### src/hw/rtl/eacpu_pkg.sv
package eacpu_pkg;

  typedef enum logic [1:0] {
    MODE_EXEC    = 2'd0,
    MODE_WRITE   = 2'd1,
    MODE_READ    = 2'd2,
    MODE_RESTART = 2'd3
  } mode_e;

  typedef enum logic [4:0] {
    OP_HALT, OP_BLT, OP_BGE, OP_ADD, OP_SUB, OP_SRL4, OP_SRL1, OP_SLL4, OP_SRL3,
    OP_INCH, OP_JFL, OP_CLRR, OP_NOP, OP_AND, OP_MOV, OP_LD, OP_LDN, OP_ST, OP_STN
  } op_e;

  localparam logic [7:0] OPC_HALT = 8'h00;
  localparam logic [7:0] OPC_BGE  = 8'h10;
  localparam logic [7:0] OPC_ADD  = 8'h20;
  localparam logic [7:0] OPC_SUB  = 8'h40;
  localparam logic [7:0] OPC_SRL4 = 8'h60;
  localparam logic [7:0] OPC_SRL1 = 8'h68;
  localparam logic [7:0] OPC_SLL4 = 8'h70;
  localparam logic [7:0] OPC_SRL3 = 8'h78;
  localparam logic [7:0] OPC_INCH = 8'h7C;
  localparam logic [7:0] OPC_JFL  = 8'h7D;
  localparam logic [7:0] OPC_CLRR = 8'h7E;
  localparam logic [7:0] OPC_NOPA = 8'h7F;
  localparam logic [7:0] OPC_MOV  = 8'hA0;
  localparam logic [7:0] OPC_LD   = 8'hC0;
  localparam logic [7:0] OPC_LDN  = 8'hD0;
  localparam logic [7:0] OPC_ST   = 8'hE0;
  localparam logic [7:0] OPC_STN  = 8'hF0;
  localparam logic [7:0] OPC_NOPB = 8'hFF;

  localparam logic [7:0] JFL_TARGET = 8'd14;

  localparam logic [2:0] REG_ZERO  = 3'd4;
  localparam logic [2:0] REG_ONE   = 3'd5;
  localparam logic [2:0] REG_THREE = 3'd6;
  localparam logic [2:0] REG_RES   = 3'd7;
  localparam logic [7:0] ONE_RST_VAL   = 8'd1;
  localparam logic [7:0] THREE_RST_VAL = 8'd3;

  typedef struct packed {
    logic [7:0] npc;
    logic       halted;
    logic       flag_we;
    logic       flag;
    logic       rwe;
    logic [2:0] ridx;
    logic [7:0] rval;
    logic       is_load;
    logic       dm_re;
    logic       dm_we;
    logic [7:0] dm_addr;
    logic [7:0] dm_wdata;
    logic       addr_ok;
    logic       mwe;
  } exe_res_t;

  function automatic op_e op_decode(logic [7:0] ins);
    op_e op;
    if (ins == OPC_HALT) op = OP_HALT;
    else if (ins < OPC_BGE) op = OP_BLT;
    else if (ins < OPC_ADD) op = OP_BGE;
    else if (ins < OPC_SUB) op = OP_ADD;
    else if (ins < OPC_SRL4) op = OP_SUB;
    else if (ins < OPC_SRL1) op = OP_SRL4;
    else if (ins < OPC_SLL4) op = OP_SRL1;
    else if (ins < OPC_SRL3) op = OP_SLL4;
    else if (ins < OPC_INCH) op = OP_SRL3;
    else if (ins == OPC_INCH) op = OP_INCH;
    else if (ins == OPC_JFL) op = OP_JFL;
    else if (ins == OPC_CLRR) op = OP_CLRR;
    else if (ins == OPC_NOPA || ins == OPC_NOPB) op = OP_NOP;
    else if (ins < OPC_MOV) op = OP_AND;
    else if (ins < OPC_LD) op = OP_MOV;
    else if (ins < OPC_LDN) op = OP_LD;
    else if (ins < OPC_ST) op = OP_LDN;
    else if (ins < OPC_STN) op = OP_ST;
    else op = OP_STN;
    return op;
  endfunction

  function automatic logic [2:0] rf_addr_a(logic [7:0] ins);
    logic [2:0] a;
    unique case (op_decode(ins))
      OP_ADD, OP_SUB:          a = ins[4:2];
      OP_SRL3:                 a = {1'b0, ins[1:0]};
      OP_INCH:                 a = REG_RES;
      OP_AND, OP_MOV:          a = {1'b0, ins[4:3]};
      OP_ST, OP_STN:           a = {1'b0, ins[3:2]};
      default:                 a = ins[2:0];
    endcase
    return a;
  endfunction

  function automatic logic [2:0] rf_addr_b(logic [7:0] ins);
    logic [2:0] b;
    unique case (op_decode(ins))
      OP_AND, OP_MOV: b = ins[2:0];
      default:        b = {1'b0, ins[1:0]};
    endcase
    return b;
  endfunction

endpackage

### src/hw/rtl/eacpu_rf.sv
module eacpu_rf import eacpu_pkg::*; (
  input  logic       clk_i,
  input  logic       rst_ni,
  input  logic       re_i,
  input  logic [2:0] raddr_a_i,
  input  logic [2:0] raddr_b_i,
  output logic [7:0] rdata_a_o,
  output logic [7:0] rdata_b_o,
  input  logic       we_i,
  input  logic [2:0] waddr_i,
  input  logic [7:0] wdata_i
);

  logic [7:0] rf_mem [8];
  logic [7:0] vld_q;
  logic [7:0] rd_a_q, rd_b_q;

  function automatic logic [7:0] rst_val(logic [2:0] idx);
    logic [7:0] v;
    if (idx == REG_ONE) v = ONE_RST_VAL;
    else if (idx == REG_THREE) v = THREE_RST_VAL;
    else v = 8'd0;
    return v;
  endfunction

  always_ff @(posedge clk_i or negedge rst_ni) begin
    if (!rst_ni) begin
      vld_q <= '0;
    end else if (we_i) begin
      vld_q[waddr_i] <= 1'b1;
    end
  end

  always_ff @(posedge clk_i) begin
    if (we_i) begin
      rf_mem[waddr_i] <= wdata_i;
    end
    if (re_i) begin
      rd_a_q <= vld_q[raddr_a_i] ? rf_mem[raddr_a_i] : rst_val(raddr_a_i);
      rd_b_q <= vld_q[raddr_b_i] ? rf_mem[raddr_b_i] : rst_val(raddr_b_i);
    end
  end

  assign rdata_a_o = rd_a_q;
  assign rdata_b_o = rd_b_q;

endmodule

### src/hw/rtl/eacpu_dmem.sv
module eacpu_dmem #(
  parameter int DATA_DEPTH = 256
) (
  input  logic       clk_i,
  input  logic       we_i,
  input  logic       re_i,
  input  logic [7:0] addr_i,
  input  logic [7:0] wdata_i,
  output logic [7:0] rdata_o
);

  localparam int AW = $clog2(DATA_DEPTH);

  logic [7:0] mem [DATA_DEPTH];
  logic [7:0] rd_q;

  always_ff @(posedge clk_i) begin
    if (we_i) begin
      mem[addr_i[AW-1:0]] <= wdata_i;
    end
    if (re_i) begin
      rd_q <= mem[addr_i[AW-1:0]];
    end
  end

  assign rdata_o = rd_q;

endmodule

### src/hw/rtl/eacpu_exec.sv
module eacpu_exec import eacpu_pkg::*; #(
  parameter int DATA_DEPTH = 256
) (
  input  mode_e      mode_i,
  input  logic [7:0] ins_i,
  input  logic [7:0] mem_index_i,
  input  logic [7:0] mem_data_i,
  input  logic [7:0] va_i,
  input  logic [7:0] vb_i,
  input  logic       flag_i,
  input  logic [7:0] pc_i,
  output exe_res_t   res_o
);

  localparam logic [8:0] DepthLim = 9'(DATA_DEPTH);

  op_e        op;
  logic [8:0] sum;
  logic [7:0] pc_inc;
  logic [7:0] ld_addr;
  logic [7:0] st_addr;
  logic       st_ok;

  assign op      = op_decode(ins_i);
  assign sum     = {1'b0, va_i} + {1'b0, vb_i};
  assign pc_inc  = pc_i + 8'd1;
  assign ld_addr = (op == OP_LDN) ? vb_i + 8'd1 : vb_i;
  assign st_addr = (op == OP_STN) ? va_i + 8'd1 : va_i;
  assign st_ok   = {1'b0, st_addr} < DepthLim;

  always_comb begin
    res_o = '0;
    res_o.npc = pc_i;
    unique case (mode_i)
      MODE_WRITE: begin
        res_o.dm_addr  = mem_index_i;
        res_o.dm_wdata = mem_data_i;
        res_o.addr_ok  = {1'b0, mem_index_i} < DepthLim;
        res_o.dm_we    = res_o.addr_ok;
      end
      MODE_READ: begin
        res_o.dm_addr = mem_index_i;
        res_o.addr_ok = {1'b0, mem_index_i} < DepthLim;
        res_o.dm_re   = 1'b1;
      end
      MODE_RESTART: begin
        res_o.npc = '0;
      end
      MODE_EXEC: begin
        res_o.npc = pc_inc;
        unique case (op)
          OP_HALT: res_o.halted = 1'b1;
          OP_BLT:  if (flag_i) res_o.npc = pc_i - {4'd0, ins_i[3:0]};
          OP_BGE:  if (flag_i) res_o.npc = pc_i + {4'd0, ins_i[3:0]};
          OP_ADD: begin
            res_o.rwe     = 1'b1;
            res_o.flag_we = 1'b1;
            res_o.flag    = sum[8];
            res_o.rval    = sum[7:0];
            res_o.ridx    = (ins_i[4:2] == REG_ZERO || ins_i[4:2] == REG_ONE ||
                             ins_i[4:2] == REG_THREE) ? {1'b0, ins_i[1:0]} : ins_i[4:2];
          end
          OP_SUB: begin
            res_o.rwe     = 1'b1;
            res_o.flag_we = 1'b1;
            res_o.flag    = va_i < vb_i;
            res_o.rval    = va_i - vb_i;
            res_o.ridx    = REG_RES;
          end
          OP_SRL4: begin
            res_o.rwe  = 1'b1;
            res_o.ridx = ins_i[2:0];
            res_o.rval = va_i >> 4;
          end
          OP_SRL1: begin
            res_o.rwe  = 1'b1;
            res_o.ridx = ins_i[2:0];
            res_o.rval = va_i >> 1;
          end
          OP_SLL4: begin
            res_o.rwe  = 1'b1;
            res_o.ridx = ins_i[2:0];
            res_o.rval = va_i << 4;
          end
          OP_SRL3: begin
            res_o.rwe  = 1'b1;
            res_o.ridx = {1'b0, ins_i[1:0]};
            res_o.rval = va_i >> 3;
          end
          OP_INCH: begin
            res_o.rwe  = 1'b1;
            res_o.ridx = REG_RES;
            res_o.rval = va_i + {7'd0, flag_i};
          end
          OP_JFL:  if (flag_i) res_o.npc = JFL_TARGET;
          OP_CLRR: begin
            res_o.rwe  = 1'b1;
            res_o.ridx = REG_RES;
          end
          OP_NOP: ;
          OP_AND, OP_MOV: begin
            res_o.rwe  = 1'b1;
            res_o.ridx = {1'b0, ins_i[4:3]};
            res_o.rval = (op == OP_AND) ? (va_i & vb_i) : vb_i;
          end
          OP_LD, OP_LDN: begin
            res_o.rwe     = 1'b1;
            res_o.ridx    = (op == OP_LDN) ? {1'b0, ins_i[3:2]} + 3'd1 : {1'b0, ins_i[3:2]};
            res_o.is_load = 1'b1;
            res_o.dm_re   = 1'b1;
            res_o.dm_addr = ld_addr;
            res_o.addr_ok = {1'b0, ld_addr} < DepthLim;
          end
          OP_ST, OP_STN: begin
            res_o.dm_addr  = st_addr;
            res_o.dm_wdata = vb_i;
            res_o.addr_ok  = st_ok;
            res_o.dm_we    = st_ok;
            res_o.mwe      = st_ok;
          end
          default: ;
        endcase
      end
      default: ;
    endcase
  end

endmodule

### src/hw/rtl/eight_bit_accumulator_cpu_step_top.sv
// Path: an accepted beat moves through the input-stage registers, the result registers and the output register.
// Throughput: one beat per cycle while the output is not stalled; register read, then ALU/address
// with data memory read, then the output register, with forwarding from the two older register writes.
// Stall: the whole pipeline holds while the output register is full and stalled.
// Reset: registers 5 and 6 read 1 and 3, all others 0; flag, pc and count clear.
// Data memory contents are not cleared; an unwritten byte reads as undefined.
module eight_bit_accumulator_cpu_step_top import eacpu_pkg::*; #(
  parameter int DATA_DEPTH = 256
) (
  input  logic        clk_i,
  input  logic        rst_ni,
  input  logic        in_valid_i,
  output logic        in_stall_o,
  input  logic [1:0]  mode_i,
  input  logic [7:0]  instr_i,
  input  logic [7:0]  mem_index_i,
  input  logic [7:0]  mem_data_i,
  output logic        out_valid_o,
  input  logic        out_stall_i,
  output logic [7:0]  next_pc_o,
  output logic        halted_o,
  output logic        carry_flag_o,
  output logic        reg_we_o,
  output logic [2:0]  reg_index_o,
  output logic [7:0]  reg_value_o,
  output logic        mem_we_o,
  output logic [7:0]  store_addr_o,
  output logic [7:0]  store_value_o,
  output logic [7:0]  read_data_o,
  output logic [31:0] inst_count_o
);

  logic        adv;
  logic        v1_q, v2_q, out_valid_q;
  mode_e       mode1_q;
  logic [7:0]  ins1_q, midx1_q, mdat1_q;
  logic [2:0]  ra1_q, rb1_q;
  logic [7:0]  pc_q, pc_d;
  logic        flag_q, flag_d;
  logic [31:0] cnt_q, cnt_d;
  logic [7:0]  rf_a, rf_b, va, vb;
  logic [7:0]  dm_rd;
  exe_res_t    res, res2_q;
  logic [7:0]  pc2_q;
  logic        flag2_q;
  logic [31:0] cnt2_q;
  logic [7:0]  mem_val, wb_val, rd_out;
  logic        s2_wr;
  logic        lw_v_q;
  logic [2:0]  lw_idx_q;
  logic [7:0]  lw_val_q;

  logic [7:0]  out_pc_q, out_rval_q, out_saddr_q, out_sval_q, out_rdata_q;
  logic        out_halt_q, out_flag_q, out_rwe_q, out_mwe_q;
  logic [2:0]  out_ridx_q;
  logic [31:0] out_cnt_q;

  assign adv        = !out_valid_q || !out_stall_i;
  assign in_stall_o = !adv;

  eacpu_rf u_rf (
    .clk_i     (clk_i),
    .rst_ni    (rst_ni),
    .re_i      (adv),
    .raddr_a_i (rf_addr_a(instr_i)),
    .raddr_b_i (rf_addr_b(instr_i)),
    .rdata_a_o (rf_a),
    .rdata_b_o (rf_b),
    .we_i      (adv && s2_wr),
    .waddr_i   (res2_q.ridx),
    .wdata_i   (wb_val)
  );

  assign mem_val = res2_q.addr_ok ? dm_rd : 8'd0;
  assign wb_val  = res2_q.is_load ? mem_val : res2_q.rval;
  assign rd_out  = (res2_q.dm_re && !res2_q.is_load) ? mem_val : 8'd0;
  assign s2_wr   = v2_q && res2_q.rwe;

  always_comb begin
    if (s2_wr && res2_q.ridx == ra1_q) va = wb_val;
    else if (lw_v_q && lw_idx_q == ra1_q) va = lw_val_q;
    else va = rf_a;
    if (s2_wr && res2_q.ridx == rb1_q) vb = wb_val;
    else if (lw_v_q && lw_idx_q == rb1_q) vb = lw_val_q;
    else vb = rf_b;
  end

  eacpu_exec #(.DATA_DEPTH(DATA_DEPTH)) u_exec (
    .mode_i      (mode1_q),
    .ins_i       (ins1_q),
    .mem_index_i (midx1_q),
    .mem_data_i  (mdat1_q),
    .va_i        (va),
    .vb_i        (vb),
    .flag_i      (flag_q),
    .pc_i        (pc_q),
    .res_o       (res)
  );

  eacpu_dmem #(.DATA_DEPTH(DATA_DEPTH)) u_dmem (
    .clk_i   (clk_i),
    .we_i    (adv && v1_q && res.dm_we),
    .re_i    (adv && v1_q && res.dm_re),
    .addr_i  (res.dm_addr),
    .wdata_i (res.dm_wdata),
    .rdata_o (dm_rd)
  );

  always_comb begin
    pc_d   = res.npc;
    flag_d = res.flag_we ? res.flag : flag_q;
    unique case (mode1_q)
      MODE_EXEC:    cnt_d = cnt_q + 32'd1;
      MODE_RESTART: cnt_d = '0;
      default:      cnt_d = cnt_q;
    endcase
  end

  always_ff @(posedge clk_i or negedge rst_ni) begin
    if (!rst_ni) begin
      v1_q        <= 1'b0;
      v2_q        <= 1'b0;
      out_valid_q <= 1'b0;
      lw_v_q      <= 1'b0;
      pc_q        <= '0;
      flag_q      <= 1'b0;
      cnt_q       <= '0;
    end else if (adv) begin
      v1_q        <= in_valid_i;
      v2_q        <= v1_q;
      out_valid_q <= v2_q;
      lw_v_q      <= s2_wr;
      if (v1_q) begin
        pc_q   <= pc_d;
        flag_q <= flag_d;
        cnt_q  <= cnt_d;
      end
    end
  end

  always_ff @(posedge clk_i) begin
    if (adv) begin
      mode1_q  <= mode_e'(mode_i);
      ins1_q   <= instr_i;
      midx1_q  <= mem_index_i;
      mdat1_q  <= mem_data_i;
      ra1_q    <= rf_addr_a(instr_i);
      rb1_q    <= rf_addr_b(instr_i);
      res2_q   <= res;
      pc2_q    <= pc_d;
      flag2_q  <= flag_d;
      cnt2_q   <= cnt_d;
      lw_idx_q <= res2_q.ridx;
      lw_val_q <= wb_val;
      out_pc_q    <= pc2_q;
      out_halt_q  <= res2_q.halted;
      out_flag_q  <= flag2_q;
      out_rwe_q   <= res2_q.rwe;
      out_ridx_q  <= res2_q.ridx;
      out_rval_q  <= wb_val;
      out_mwe_q   <= res2_q.mwe;
      out_saddr_q <= res2_q.mwe ? res2_q.dm_addr : 8'd0;
      out_sval_q  <= res2_q.mwe ? res2_q.dm_wdata : 8'd0;
      out_rdata_q <= rd_out;
      out_cnt_q   <= cnt2_q;
    end
  end

  assign out_valid_o   = out_valid_q;
  assign next_pc_o     = out_pc_q;
  assign halted_o      = out_halt_q;
  assign carry_flag_o  = out_flag_q;
  assign reg_we_o      = out_rwe_q;
  assign reg_index_o   = out_ridx_q;
  assign reg_value_o   = out_rval_q;
  assign mem_we_o      = out_mwe_q;
  assign store_addr_o  = out_saddr_q;
  assign store_value_o = out_sval_q;
  assign read_data_o   = out_rdata_q;
  assign inst_count_o  = out_cnt_q;

  a_no_dual_write: assert property (@(posedge clk_i) disable iff (!rst_ni)
    out_valid_o |-> !(reg_we_o && mem_we_o))
    else $error("register and memory written by one beat");

  a_halt_quiet: assert property (@(posedge clk_i) disable iff (!rst_ni)
    (out_valid_o && halted_o) |-> (!reg_we_o && !mem_we_o))
    else $error("halt beat reports a write");

  a_count_step: assert property (@(posedge clk_i) disable iff (!rst_ni)
    (adv && v1_q && mode1_q == MODE_EXEC) |=> (cnt_q == $past(cnt_q) + 32'd1))
    else $error("instruction count did not advance");

  a_stall_full: assert property (@(posedge clk_i) disable iff (!rst_ni)
    in_stall_o |-> out_valid_o)
    else $error("input stalled with empty output register");

  a_hold_pipe: assert property (@(posedge clk_i) disable iff (!rst_ni)
    !adv |=> ($stable(v1_q) && $stable(v2_q) && $stable(pc_q)))
    else $error("pipeline moved during stall");

endmodule

### config.mk
export PLATFORM = sky130hd
export DESIGN_NAME = eight_bit_accumulator_cpu_step_top
export DESIGN_NICKNAME = d
export VERILOG_FILES = /design/src/hw/rtl/eacpu_pkg.sv /design/src/hw/rtl/eacpu_rf.sv /design/src/hw/rtl/eacpu_dmem.sv /design/src/hw/rtl/eacpu_exec.sv /design/src/hw/rtl/eight_bit_accumulator_cpu_step_top.sv
export SDC_FILE = /design/constraint.sdc
export NUM_CORES = 2
export LEC_CHECK = 0
export BUFFER_PORTS_ARGS = -buffer_cell sky130_fd_sc_hd__buf_2
export CELL_PAD_IN_SITES_DETAIL_PLACEMENT = 1
export CELL_PAD_IN_SITES_GLOBAL_PLACEMENT = 1
export CORE_MARGIN = 2
export CORE_UTILIZATION = 25
export CTS_CLUSTER_DIAMETER = 40
export DETAILED_ROUTE_END_ITERATION = 16
export PLACE_DENSITY = 0.53
export SYNTH_ARGS = -nofsm -noshare
export SYNTH_HDL_FRONTEND = slang
export SYNTH_SLANG_ARGS = --single-unit
### constraint.sdc
create_clock -name clk_i -period 16.43 [get_ports clk_i]
set_clock_uncertainty 0.1 [all_clocks]
set_input_delay 2.4645 -clock clk_i [delete_from_list [all_inputs] [get_ports clk_i]]
set_output_delay 2.4645 -clock clk_i [all_outputs]
set_load 0.01 [all_outputs]
Yosys cells after proc, flatten, opt, wreduce, memory -nomap -nowiden
Memories as Yosys holds them, arrays and structs flattened. A register that Yosys moved wholly into a read port is not among the register bits.
Cells that the tools add are included.

word-level totals
  register bits = 254
  RAM bits = 2,112
  output and inout port bits = 81
  word-level logic and storage cells = 270
  memories kept = 2

memory list
  memory       depth  bits a word  rd ports  clocked after memory_dff  wr ports  RTL line          source
  u_dmem.mem   256    8            1         1                         1         eacpu_dmem.sv:14  logic [7:0] mem [DATA_DEPTH];
  u_rf.rf_mem  8      8            2         0                         1         eacpu_rf.sv:14    logic [7:0] rf_mem [8];

operators by class
  add/subtract/negate cells = 10
  magnitude comparators = 31
  eq/ne operators = 57
  multiplexer cells = 89
  bitwise gates (word level) = 2
  reduce and logical (&&, ||, !) cells = 38

operator list
  cell                                                         number
  2-to-1 mux 5 bit                                             34
  2-to-1 mux 8 bit                                             17
  less-than comparator 8 x 7 -> 1 bit (second input constant)  12
  less-than comparator 8 bit (second input constant)           10
  equality test 5 x 4 -> 1 bit (second input constant)         15
  equality test 8 x 7 -> 1 bit (second input constant)         8
  case mux 32 bit (2 select lines)                             1
  case mux 8 bit (2 select lines)                              4
  case mux 8 bit (8 select lines)                              1
  equality test 5 bit (second input constant)                  7
  adder 32 x 1 -> 32 bit (second input constant)               1
  equality test 5 x 3 -> 1 bit (second input constant)         6
  case mux 3 bit (5 select lines)                              2
  adder 8 x 1 -> 8 bit (second input constant)                 3
  case mux 4 bit (6 select lines)                              1
  case mux 8 bit (3 select lines)                              1
  equality test 3 bit (second input constant)                  7
  equality test 5 x 2 -> 1 bit (second input constant)         4
  OR reduction 2 bit                                           10
  equality test 8 bit (second input constant)                  2
  logical NOT 8 bit                                            2
  less-than comparator 8 x 5 -> 1 bit (second input constant)  2
  less-than comparator 8 x 6 -> 1 bit (second input constant)  2
  2-to-1 mux 15 bit                                            1
  30 further kinds                                             74

Depth between registers and ports, before layout
  depth in word-level cells = 26
  mapped depth = 23

By module
A second synthesis with hierarchy kept.

unflattened totals
  cells, all modules = 4,947
  area, all modules = 95,178.8 um2

modules (own cells, without submodules)
  module                              instances  cells each  area each (um2)  sequential area each (um2)
  eacpu_dmem                          1          3,533       78,425.2         61,739.2
  eight_bit_accumulator_cpu_step_top  1          707         9,510.4          6,621.4
  eacpu_rf                            1          199         3,932.5          2,602.5
  eacpu_exec                          1          508         3,310.7          0.0

Worst setup path before layout
Ideal clock, no wire load.

  kind = reg-to-reg
  start point = reg ins1_q[1]
  end point = reg res2_q[3] in the netlist's numbering (data pin)
  arrival time = 11.991 ns
  required time = 14.134 ns
  path slack = 2.143 ns
  stages on the path, launching flop included = 9
  period minus slack after synthesis = 14.287 ns
  path through = edfxtp_1 buf_2 xnor2_1 nand4_1 buf_2 mux2i_1 o21ai_0 inv_1 o21ai_0

RTL lines
  element                   RTL line                                   source
  start: declaration        eight_bit_accumulator_cpu_step_top.sv:36   logic [7:0] ins1_q, midx1_q, mdat1_q;
  start signal: assignment  eight_bit_accumulator_cpu_step_top.sv:144  ins1_q <= instr_i;
  end signal: assignment    eight_bit_accumulator_cpu_step_top.sv:149  res2_q <= res;
  end: declaration          eight_bit_accumulator_cpu_step_top.sv:43   exe_res_t res, res2_q;

==> summary.txt <==
Synthesis
  – Top post-synthesis cells by area: edfxtp_1 (72%), mux2i_1 (2.5%), nand2_1 (2.3%)
  – Synth top area share: 0.723
  – Synth warn: 0
  – Ys async rst share: 0.0223
  – Dominant cell type by area after synthesis: edfxtp_1
  – Sequential share of the synthesized area: 0.737
  – Synth unique cells: 99
  – Syn nets: approximately 6400
  – Syn avg cell area: about 15 um^2
  – Post-Syn Area: ~0.096 mm^2
  – Cells after synthesis: approximately 6300
  – EDFF count, synth: about 2300
  – Post-synth top flop: edfxtp_1
  – Yosys reg bits: between 2000 and 2500

Place
  – HPWL after DPL: 202000 um
  – Post-Place Setup Slack: between 8 and 9 ns
  – I/O Buffers: 110
  – Final GP Congestion: 0.840

GRT
  – Largest net degree at the start of global routing: 183
  – First-pass GRT wire length: between 400000 and 500000 um
  – Initial antenna violation count: 16
  – GRT Total Usage: 0.172
  – GR Overflow Total: 0
  – Vias in the first global route: 62600

STA
  – Crit path time final: 8.44 ns
  – RSZ-0062 raised after global routing: false
  – F_max: approximately 120 MHz
  – Setup violators final: 0
  – Hold Vio Cnt, Final: 0
  – Setup TNS: 0 ns
  – Worst rel slew slack: 0.0460
  – Worst slew pin tran: ~1.4 ns
  – Setup WS post-layout: between 7 and 8 ns
  – Final Max Tran Viols: 0
  – Fin crit share: 0.514

Job
  – Max-cap viol count: 0

Floorplan
  – Die width: approximately 620 um
  – I/O pin count: 111
  – Initial cell density of the core: 0.252
  – Die Span Y: 625 um
  – # rows: between 200 and 250
  – DIE AREA: a little under 0.4 mm^2
  – Core area: between 0.3 and 0.4 mm^2

Critical path
  – R2R cell count: 17
  – Critical path arrival: slightly below 9 ns
  – Critical Path Sink Type: flip-flop
  – Stages on worst setup path: 17
  – Crit Path Class: flip-flop to flip-flop
  – CP bufs+invs: 2
  – Nature of the critical path startpoint: flip-flop
  – CP top delay family: simple AND/OR/NAND/NOR gates
  – Crit-path slowest cell: nor4_1
  – CP max FO: 20
  – CP Cell Sequence: xor2_1, or4b_1, mux2i_1, mux2i_1, ha_1, and2_1, nor3b_1, and4_1, o21ai_0, a31oi_2, buf_4, nor2_1, buf_4, nand2_1, a31oi_1, nor4_1, nand3_1
  – Worst EP required: between 15 and 20 ns
  – CP peak stage delay: roughly 1.3 ns

Detailed routing
  – Vias post-DR: just over 60000
  – DRT antenna net count: 0
  – DRT Wirelength: around 350000 um
  – Residual DRC count: 0
  – Detail-routed net length per standard cell: about 29 um
  – Vias per inst: between 5 and 6
  – Initial drt markers: around 7000
  – Drt first pass iters: 8

Min path
  – HP Class: flip-flop to flip-flop
  – Hold Path Stages: 0

Layout
  – Layout net count: approximately 6600
  – Layout cell share with drive strength beyond 1: 0.179
  – P&R area growth vs syn: 20.8%

Power
  – Leakage: 37.9 nW
  – Power Total: roughly 19 mW
  – Power per cell area: approximately 160 mW/mm^2
  – Peak supply drop: about 0.1 mV

CTS
  – CTS Hold Bufs: 0
  – Total CTS buffers: between 300 and 400
  – Postcts setup bufs: 0
  – Worst skew pair latency: 0.90 ns
  – Worst-case clock buffer depth: 4
  – Worst-path clk slew: about 0.060 ns
  – Htree depth: 5
  – Clk root buf: clkbuf_16
  – Post-CTS sizing: 0
  – CTS tree: yes
  – CTS sink cnt: about 2400

Outcome
  – Status: complete, no violations
## area by class of cell
cell class	count	area [um^2]
flip-flops and latches	2372	71000
clock inverters	284	3570
repair buffers	276	2060
clock buffers	418	9830
multi-input cells	3450	23400
inverters	56	215
diodes	9	22.5
fillers	40000	266000
well taps	5038	6300
## state kept, by name, summed over array words and instances, names as in the netlist, 32 cells and up
register / count
u_dmem.mem: 2048
cnt2_q: 32
u_rf.rf_mem: 64
inst_count_o: 32
res2_q: 33
cnt_q: 32
## cells in the final DEF (no fill, tap or decap), drive strengths merged, types with 13 or more instances in the layout
cell	instances
a2bb2oi	18
o2bb2ai	87
mux4	43
o21ai	228
clkinvlp	57
mux2i	241
nand2	603
a22o	35
bufinv	57
ha	38
nand4	13
a31oi	85
buf	276
nor4	18
o221ai	51
a22oi	103
nor3	42
edfxtp	2319
a221o	34
o22a	20
a211oi	20
o22ai	102
clkinv	104
nand2b	13
mux2	158
a21oi	319
and3	30
a221oi	173
inv	122
and2	28
dfrtp	53
xnor2	24
nor2	461
nand3	92
xor2	42
o211ai	24
o31ai	44
a222oi	77
clkbuf	418
## path summary, 6_finish.rpt
path                           startpoint                 to  slack [ns]
setup / recovery           reg_index_o[2]  u_dmem.rdata_o[6]        7.99
hold / removal                 cnt2_q[12]   inst_count_o[12]        0.29
setup reg to reg           reg_index_o[2]  u_dmem.rdata_o[6]        7.99
hold reg to reg                cnt2_q[12]   inst_count_o[12]        0.29
max in group asynchronous          rst_ni          cnt_q[28]       13.94
min in group asynchronous          rst_ni               v2_q        1.68
## synthesized netlist by cell type (15+ instances only)
cell type and n:
nand2_1 600, nor3_1 42, buf_1 50, o221ai_1 50, a2bb2oi_1 18, mux2i_1 240, o22a_1 20, a211oi_1 18
a221o_1 34, buf_2 179, o22ai_1 102, mux2_2 154, ha_1 38, buf_4 33, clkbuf_1 159, a22o_1 34
mux4_2 43, and2_1 27, o211ai_1 22, nand3_1 91, nor4_1 15, dfrtp_1 53, a31oi_1 85, a22oi_1 103
o31ai_1 43, inv_1 54, o2bb2ai_1 87, xnor2_1 24, a221oi_1 173, a21oi_1 316, a222oi_1 77, xor2_1 42
and3_1 29, edfxtp_1 2319, buf_6 16, nor2_1 460, o21ai_0 216
## power by group
group	internal, mW	switching (mW)	leakage (nW)
sequential	6.97	0.126	22.3
clock	5.29	3.10	6.38
combinational	0.958	2.62	9.26
total	13.2	5.85	37.9
## stage by stage
step | cells | area [um^2] | utilization | hold slack [ns]
6_report | 11900 | 116000 | 0.304 | 0.287
5_1_grt | 11900 | 116000 | 0.304 | 0.319
4_1_cts | 11900 | 116000 | 0.304 | 0.292
3_5_place_dp | 11200 | 103000 | 0.269 | 0.307
3_3_place_gp | 11200 | 103000 | 0.269 | 0.307
2_1_floorplan | 6315 | 96300 | - | 0.300
## layer usage
metal  part of all wire  global-route usage  vias up
met1               0.43               0.237    32500
met4              0.030              0.0531        2
met2               0.47               0.278     2601
li1                   -                   -    25600
met3              0.070              0.0279      503
met5           0.000023                   0        -
## worst reg2reg max path, delay by kind of cell, from the launching register on
family / cells / cell delay, ns
XOR/XNOR: 1 / 0.23
AO/OA/AOI/OAI: 3 / 1.34
flip-flops: 1 / 0.47
multiplexers: 2 / 0.96
buffers and inverters: 2 / 0.74
adder cells (fa/ha/maj): 1 / 0.28
AND/OR/NAND/NOR: 8 / 4.03
## kinds of logic (layout without fill, tap and decap cells)
kind of cell	Yosys count	after routing	share of synthesized area
DFF	2372	2372	0.737
buffers and inverters	493	1034	0.0241
adders and majority gates	42	42	0.00577
AOI/OAI and AO/OA	1541	1541	0.114
xor gates and xnor gates	66	66	0.00600
and+or+nand+nor	1359	1359	0.0599
muxes	442	442	0.0536
other	0	9	0
(Power assumes the default switching activity.)
